## src/rtl/core/sac_pkg.sv

```systemverilog
// Shared types, codes and defaults for the set-associative cache simulator.
// No dependencies; used by sac_ctrl, sac_datapath and the top level.
package sac_pkg;

    // Parameter defaults
    localparam int WORD_BITS_DEF = 32;
    localparam int MAX_SETS_DEF  = 256;
    localparam int MAX_WAYS_DEF  = 8;

    // Fixed widths from the interface
    localparam int CNT_W     = 32;
    localparam int SET_OUT_W = 8;
    localparam int IB_MAX    = 8;

    // Configuration register indexes
    localparam logic [1:0] CFG_POLICY     = 2'd0;
    localparam logic [1:0] CFG_INDEX_BITS = 2'd1;
    localparam logic [1:0] CFG_WAYS       = 2'd2;

    // Replacement policies
    localparam logic POL_LRU = 1'b0;
    localparam logic POL_LFU = 1'b1;

    // Outcome codes
    localparam logic [1:0] OUT_HIT  = 2'd0;
    localparam logic [1:0] OUT_COMP = 2'd1;
    localparam logic [1:0] OUT_REPL = 2'd2;

    // Controller to datapath commands
    typedef struct packed {
        logic accept;
        logic clr_step;
        logic rd;
        logic scan_clr;
        logic scan_step;
        logic wr;
        logic load_out;
    } sac_cmd_t;

    // Datapath to controller status
    typedef struct packed {
        logic clr_last;
        logic scan_last;
    } sac_sts_t;

    // Saturating increment of a count
    function automatic logic [CNT_W-1:0] sat_inc(input logic [CNT_W-1:0] v);
        return (&v) ? v : v + CNT_W'(1);
    endfunction

endpackage

```

## src/rtl/core/sac_ctrl.sv

```systemverilog
// Sequencing state machine for the set-associative cache simulator.
// Depends on sac_pkg for the command and status structs.
module sac_ctrl (
    input  logic              aclk,
    input  logic              aresetn,
    input  logic              s_valid,
    output logic              s_ready,
    output logic              m_valid,
    input  logic              m_ready,
    output sac_pkg::sac_cmd_t cmd,
    input  sac_pkg::sac_sts_t sts
);

    typedef enum logic [5:0] {
        ST_CLEAR = 6'b000001,
        ST_IDLE  = 6'b000010,
        ST_READ  = 6'b000100,
        ST_SCAN  = 6'b001000,
        ST_WRITE = 6'b010000,
        ST_DONE  = 6'b100000
    } state_t;

    state_t state_reg, state_next;
    logic   m_valid_reg, m_valid_next;

    // Next state and commands
    always_comb begin
        state_next   = state_reg;
        cmd          = '0;
        m_valid_next = m_valid_reg;
        if (m_valid_reg && m_ready) begin
            m_valid_next = 1'b0;
        end
        unique case (state_reg)
            ST_CLEAR: begin
                cmd.clr_step = 1'b1;
                if (sts.clr_last) begin
                    state_next = ST_IDLE;
                end
            end
            ST_IDLE: begin
                if (s_valid) begin
                    cmd.accept = 1'b1;
                    state_next = ST_READ;
                end
            end
            ST_READ: begin
                cmd.rd       = 1'b1;
                cmd.scan_clr = 1'b1;
                state_next   = ST_SCAN;
            end
            ST_SCAN: begin
                cmd.scan_step = 1'b1;
                if (sts.scan_last) begin
                    state_next = ST_WRITE;
                end
            end
            ST_WRITE: begin
                cmd.wr     = 1'b1;
                state_next = ST_DONE;
            end
            ST_DONE: begin
                if (!m_valid_reg || m_ready) begin
                    cmd.load_out = 1'b1;
                    m_valid_next = 1'b1;
                    state_next   = ST_IDLE;
                end
            end
            default: begin
                state_next = ST_CLEAR;
            end
        endcase
    end

    // Hold state and output valid
    always_ff @(posedge aclk) begin
        if (!aresetn) begin
            state_reg   <= ST_CLEAR;
            m_valid_reg <= 1'b0;
        end else begin
            state_reg   <= state_next;
            m_valid_reg <= m_valid_next;
        end
    end

    assign s_ready = (state_reg == ST_IDLE);
    assign m_valid = m_valid_reg;

`ifndef ASSERT_OFF
    a_accept_reads: assert property (@(posedge aclk) disable iff (!aresetn)
        (s_valid && s_ready) |=> (state_reg == ST_READ))
        else $error("accepted word did not start a set read");
    a_clear_blocks: assert property (@(posedge aclk) disable iff (!aresetn)
        (state_reg == ST_CLEAR) |-> !s_ready)
        else $error("word taken during clearing pass");
    a_load_free: assert property (@(posedge aclk) disable iff (!aresetn)
        cmd.load_out |-> (!m_valid_reg || m_ready))
        else $error("result loaded over a pending word");
`endif

endmodule

```

## config.mk

```make
export PLATFORM = sky130hd
export DESIGN_NAME = sac_ctrl
export DESIGN_NICKNAME = d
export VERILOG_FILES = /design/src/rtl/core/sac_pkg.sv /design/src/rtl/core/sac_ctrl.sv
export SDC_FILE = /design/constraint.sdc
export NUM_CORES = 1
export LEC_CHECK = 0
export BUFFER_PORTS_ARGS = -buffer_cell sky130_fd_sc_hd__buf_2
export CORE_AREA = 2 2 39 41
export DETAILED_ROUTE_END_ITERATION = 8
export DIE_AREA = 0 0 41 43
export GPL_ROUTABILITY_DRIVEN = 0
export SLEW_MARGIN = 20
export SYNTH_ARGS = -nofsm -noshare
export SYNTH_HDL_FRONTEND = slang
export SYNTH_SLANG_ARGS = --single-unit
```

## constraint.sdc

```tcl
create_clock -name aclk -period 1.85 [get_ports aclk]
set_input_delay 0.2775 -clock aclk [delete_from_list [all_inputs] [get_ports aclk]]
set_output_delay 0.2775 -clock aclk [all_outputs]
set_load 0.05 [all_outputs]
```

==> results of run 1 <==
==> final cells by class <==
type                    instances  area (µm²)
repair buffers                 29       255.2
multi-input cells              36       327.8
fillers                       117       588.1
inverters                       4       18.77
clock buffers                   4       26.28
flip-flops and latches          7       147.6
well taps                      16       20.02
==> through the flow <==
stage | hold slack, ns | total power [W] | cells | TNS, ns | area (µm²)
after floorplan | 0.3664 | 0.0003948 | 49 | -0.8681 | 491.7
after global placement | 0.5041 | 0.0004891 | 88 | -0.1426 | 641.9
after detailed placement | 0.5080 | 0.0004880 | 88 | -0.1844 | 641.9
after CTS | 0.2677 | 0.0007059 | 94 | -1.425 | 772.0
after global routing | 0.2652 | 0.0007700 | 96 | -2.047 | 795.8
final | 0.2614 | 0.0007247 | 96 | -1.407 | 795.8
==> timing repair <==
action / in CTS / in global routing
pin swaps: 6 / 3
buffers inserted: 2 / 2
resized for setup: 28 / 3
setup endpoints to repair: 11 / 12
==> cells by family (layout without fill, tap and decap cells) <==
group | Yosys count | after routing | synth area share
compound gates | 11 | 11 | 0.1871
xor+xnor | 1 | 1 | 0.02047
fa+ha+maj | 1 | 1 | 0.02339
buf+inv | 6 | 37 | 0.07894
flops | 7 | 7 | 0.3275
simple gates | 23 | 23 | 0.3626
==> power by group through the flow <==
stage,Combinational (W),Sequential (W),Clock (W)
finish,0.000407,0.000180,0.000138
global route,0.000434,0.000181,0.000155
CTS,0.000384,0.000177,0.000145
detailed placement,0.000306,0.000182,0
global placement,0.000308,0.000181,0
floorplan,0.000205,0.000190,0
==> layer usage <==
metal,up-vias,GRT usage,share of wire
met5,-,0,0
met4,0,0.1000,0.017
met3,3,0.01571,0.031
met2,12,0.2406,0.50
met1,223,0.2265,0.45
li1,245,-,-
==> worst max-delay path: stages, from the launching register on <==
cell,delay [ns]
dfxtp_2,0.32
or4_4,0.53
or3b_4,0.41
nor2b_4,0.12
buf_6,0.16
==> layout by cell type (no fill, tap or decap), types with 2 or more instances in the layout <==
master    count
nor2_1        3
buf_4        12
clkbuf_4      3
or4_1         2
dfxtp_1       3
nor3b_4       3
or4_4         3
nand2_1       2
or3b_4        2
buf_2         6
buf_8         3
a21oi_1       3
o211ai_1      2
buf_6         8
a31oi_1       2
inv_1         3
dfxtp_2       3
==> worst paths after layout <==
kind	from	to	slack, ns
setup / recovery	state_reg[0]	cmd[0]	-0.21
hold / removal	sts[1]	state_reg[0]	0.26
setup reg to reg	state_reg[1]	state_reg[4]	-0.14
hold reg to reg	m_valid	m_valid	0.51
==> run metrics, run 1 <==
first-pass GRT wire length=1.987 mm; Initial DRT Pass Iterations=4; startpoint types=flip-flop; Synth area leaders=dfxtp_1, or4_1, nor3b_1, o221a_4, a21oi_1; Logic pwr share=0.561; total CTS buffers=3; worst setup margin=-0.2055 ns; synthesized area per cell=8.733 µm²; largest net degree at the start of global routing=8; Post-synth EDFFs=0; top_reg_cell synth=dfxtp_1; # nets final=87; Final Hold Fails=0; kind of critical path=flip-flop to output pin; CTS sink cnt=7; clock tree buffer depth=2; power density of the placed cells=910.7 nW/µm²; clock skew=0.005092 ns; Max Slew Vio Count=0; initial antenna violation count=0; hold_buf cts=0; Synth top cells by count=dfxtp_1, inv_1, or4_1; slew margin rel.=0.8374; cells after synthesis=49; critical-path maximum fanout=2; FF+latch count, synth=7; Core ar.=1384 µm²; Synth area leader=dfxtp_1; ant diodes=0; Peak VDD IR=466.9 µV; max-cap viol count=0; Sw Ratio=0.3594; Tcrit/Tclk final=1.111; final wirelength=1.146 mm; Reg power frac=0.248; share of layout cells above drive strength 1=0.6375; Worst R2R Path Depth=5; post-detail-place hpwl=875.8 µm; Antenna Nets Post-Route=0; clock period minus worst slack=2.055 ns; arrival time at the worst endpoint=1.78 ns; Ys Warns=0; Netlist cell types=27; P_sw=0.0002604 W; Die H=43 µm; sequential-to-total area share from yosys stat=0.3275; fmax=486.5 MHz; CTS HTree Levels=1; synthesized net count=55; Int Power=0.0004643 W; RSZ-0062 raised after global routing=true; # rows=14; vias=483; vias per cell=5.031; DR iter-0 viols=10; Post-synth ARST share=0; Total Die Area=1763 µm²; number of global-route vias before repair=497; fin util=0.5750; clock transition at the registers of the reported paths=0.05 ns; CTS tree=done; CP required=1.57 ns; Post-Syn Area=427.9 µm²; Slew @ Worst Pin=0.2417 ns; post-synth top area share=0.3275; Lkg Pwr=0.3375 nW; most common cell in the synthesized netlist=dfxtp_1; chip width=41 µm; Congestion Overflow GR=0; I/O pin count=15; dpl ws=-0.08445 ns; average wire per standard cell=11.94 µm; Clock Latency Late Sink=0.25 ns; PortBufs=14; Starting Density=0.3092; hold crit path type=primary input to flip-flop; violated checks=setup timing; CTS root buf=clkbuf_4; power share of the clock group=0.191; CP Capture Type=output pin; Min-Delay Path Depth=2; Layout area overhead=85.97%; final setup fails=12; max FFs per register=6; all-layer global routing usage=0.1660; outcome=complete, but fails checks; # DRC=0
Note: power is estimated with default switching activity, not from simulation.
==> run 2: changes to the inputs <==
ABC_AREA = 1   (was default)
==> run metrics, run 2 <==
Netlist cell types=12; average wire per standard cell=9.853 µm; Total Die Area=1763 µm²; non-filler cells, final=95; synthesized net count=68; clock transition at the registers of the reported paths=0.05 ns; Congestion Overflow GR=0; Final Hold Fails=0; CP required=1.57 ns; synthesized area per cell=6.761 µm²; Die H=43 µm; Total Power=0.0005900 W; dpl cells=91; CTS root buf=clkbuf_4; max FFs per register=6; share of layout cells above drive strength 1=0.3165; critical-path maximum fanout=4; most common cell in the synthesized netlist=inv_1; I/O pin count=15; CTS HTree Levels=1; RSZ-0062 raised after global routing=false; Synth area leader=dfxtp_1; power density of the placed cells=1117 nW/µm²; total CTS buffers=3; delay-heaviest family, CP=flip-flops; max-cap viol count=0; startpoint types=flip-flop; clock period minus worst slack=1.618 ns; CP Capture Type=output pin; CTS sink cnt=7; clock skew=0.002610 ns; Worst R2R Path Depth=7; Most common cell on crit path=nor2_1; Critical R2R Launch=state_reg[4]; CP max stage delay=0.41 ns; # nets final=86; r2r endpoint=state_reg[1]; post-detail-place hpwl=726.1 µm; post-synth top area share=0.3343; Initial DRT Pass Iterations=5; clock tree buffer depth=2; chip width=41 µm; critical-path cell list=inv_1 -> nor2_1 -> nand3_1 -> nor2_1 -> buf_2; Slew @ Worst Pin=0.2553 ns; kind of critical path=flip-flop to output pin; Synth top cells by count=inv_1, nor2_1, dfxtp_1, nand3_1, nand4_1; critical path depth=5; # DRC=0; final wirelength=936 µm; most frequent cells in the layout=inv_1, buf_2, nor2_1, nand3_1, dfxtp_1; FF+latch count, synth=7; slew margin rel.=0.8310; hold_buf cts=0; vias per cell=4.579; Core ar.=1384 µm²; Tcrit/Tclk final=0.8744; CP bufs+invs=2; Antenna Nets Post-Route=0; FF-to-FF setup slack=0.71 ns; fmax=618.2 MHz; ant diodes=0; crit path from=state_reg[1]; Slowest-stage cell, CP=dfxtp_1; CTS tree=done; Post-Syn Area=419.2 µm²; first-pass GRT wire length=1.552 mm; commonest non-fill, non-tap cell in the layout=inv_1; all-layer global routing usage=0.1387; post_cts resized=0; sequential-to-total area share from yosys stat=0.3343; Starting Density=0.3029; # rows=14; number of global-route vias before repair=368; Peak VDD IR=506.6 µV; Layout area overhead=25.97%; crit path capture=cmd[6]; Max Slew Vio Count=0; outcome=finished, final reports clean; final setup TNS=0 ns; initial antenna violation count=0; DR iter-0 viols=8; arrival time at the worst endpoint=1.34 ns; PortBufs=14; vias=435; final setup fails=0; top_reg_cell synth=dfxtp_1; Synth area leaders=dfxtp_1, inv_1, nand4_1, nand3_1, nor2_4; fin util=0.3816; hold crit path type=primary input to flip-flop; Post-synth ARST share=0; largest net degree at the start of global routing=8; cells after synthesis=62; Post-synth EDFFs=0; Clock Latency Late Sink=0.25 ns; Ys Warns=0; Lkg Pwr=0.3284 nW; post-CTS setup buffers=0
run 2: cells by family (layout without fill, tap and decap cells):
kind of cell / Yosys count / after routing / synth area share
and+or+nand+nor: 33 / 33 / 0.4507
buffers and inverters: 19 / 36 / 0.1791
DFF: 7 / 7 / 0.3343
AOI/OAI and AO/OA: 3 / 3 / 0.03581
run 2: layout make-up:
class,instances,area [µm²]
inverter,18,67.56
sequential,7,140.1
multi-input combinational,36,203.9
clock buffer,4,26.28
tap,16,20.02
fill,149,855.8
timing repair buffer,14,70.07
run 2: routing by layer:
| layer | vias to the layer above | global-route usage | share of wire |
|---|---|---|---|
| li1 | 232 | - | - |
| met1 | 187 | 0.1548 | 0.47 |
| met2 | 14 | 0.1969 | 0.46 |
| met3 | 2 | 0.07853 | 0.054 |
| met4 | 0 | 0.08000 | 0.011 |
| met5 | - | 0 | 0 |
run 2: how the worst min path moves through the flow:
stage | endpoint | cells after the start | start | slack (ns)
2_1_floorplan | state_reg[0] | 1 | aresetn | 0.36
3_3_place_gp | state_reg[0] | 2 | aresetn | 0.53
3_5_place_dp | state_reg[0] | 2 | aresetn | 0.53
4_1_cts | state_reg[0] | 2 | aresetn | 0.26
5_1_grt | state_reg[0] | 2 | aresetn | 0.26
6_report | state_reg[0] | 2 | aresetn | 0.27
run 2: report_power, final:
| part | leakage, nW | total (W) | internal (W) | switching [W] |
|---|---|---|---|---|
| clock network | 0.0150 | 0.000145 | 0.0000827 | 0.0000624 |
| registers | 0.0570 | 0.000195 | 0.000170 | 0.0000251 |
| logic | 0.256 | 0.000250 | 0.0000702 | 0.000179 |
run 2: metrics by stage:
step / area [µm²] / hold WS, ns / setup WS, ns
5_1_grt: 528.0 / 0.2598 / 0.05634
4_1_cts: 528.0 / 0.2603 / 0.2280
2_1_floorplan: 419.2 / 0.3620 / 0.2601
3_3_place_gp: 501.7 / 0.5277 / 0.5328
6_report: 528.0 / 0.2673 / 0.2324
3_5_place_dp: 501.7 / 0.5284 / 0.5185
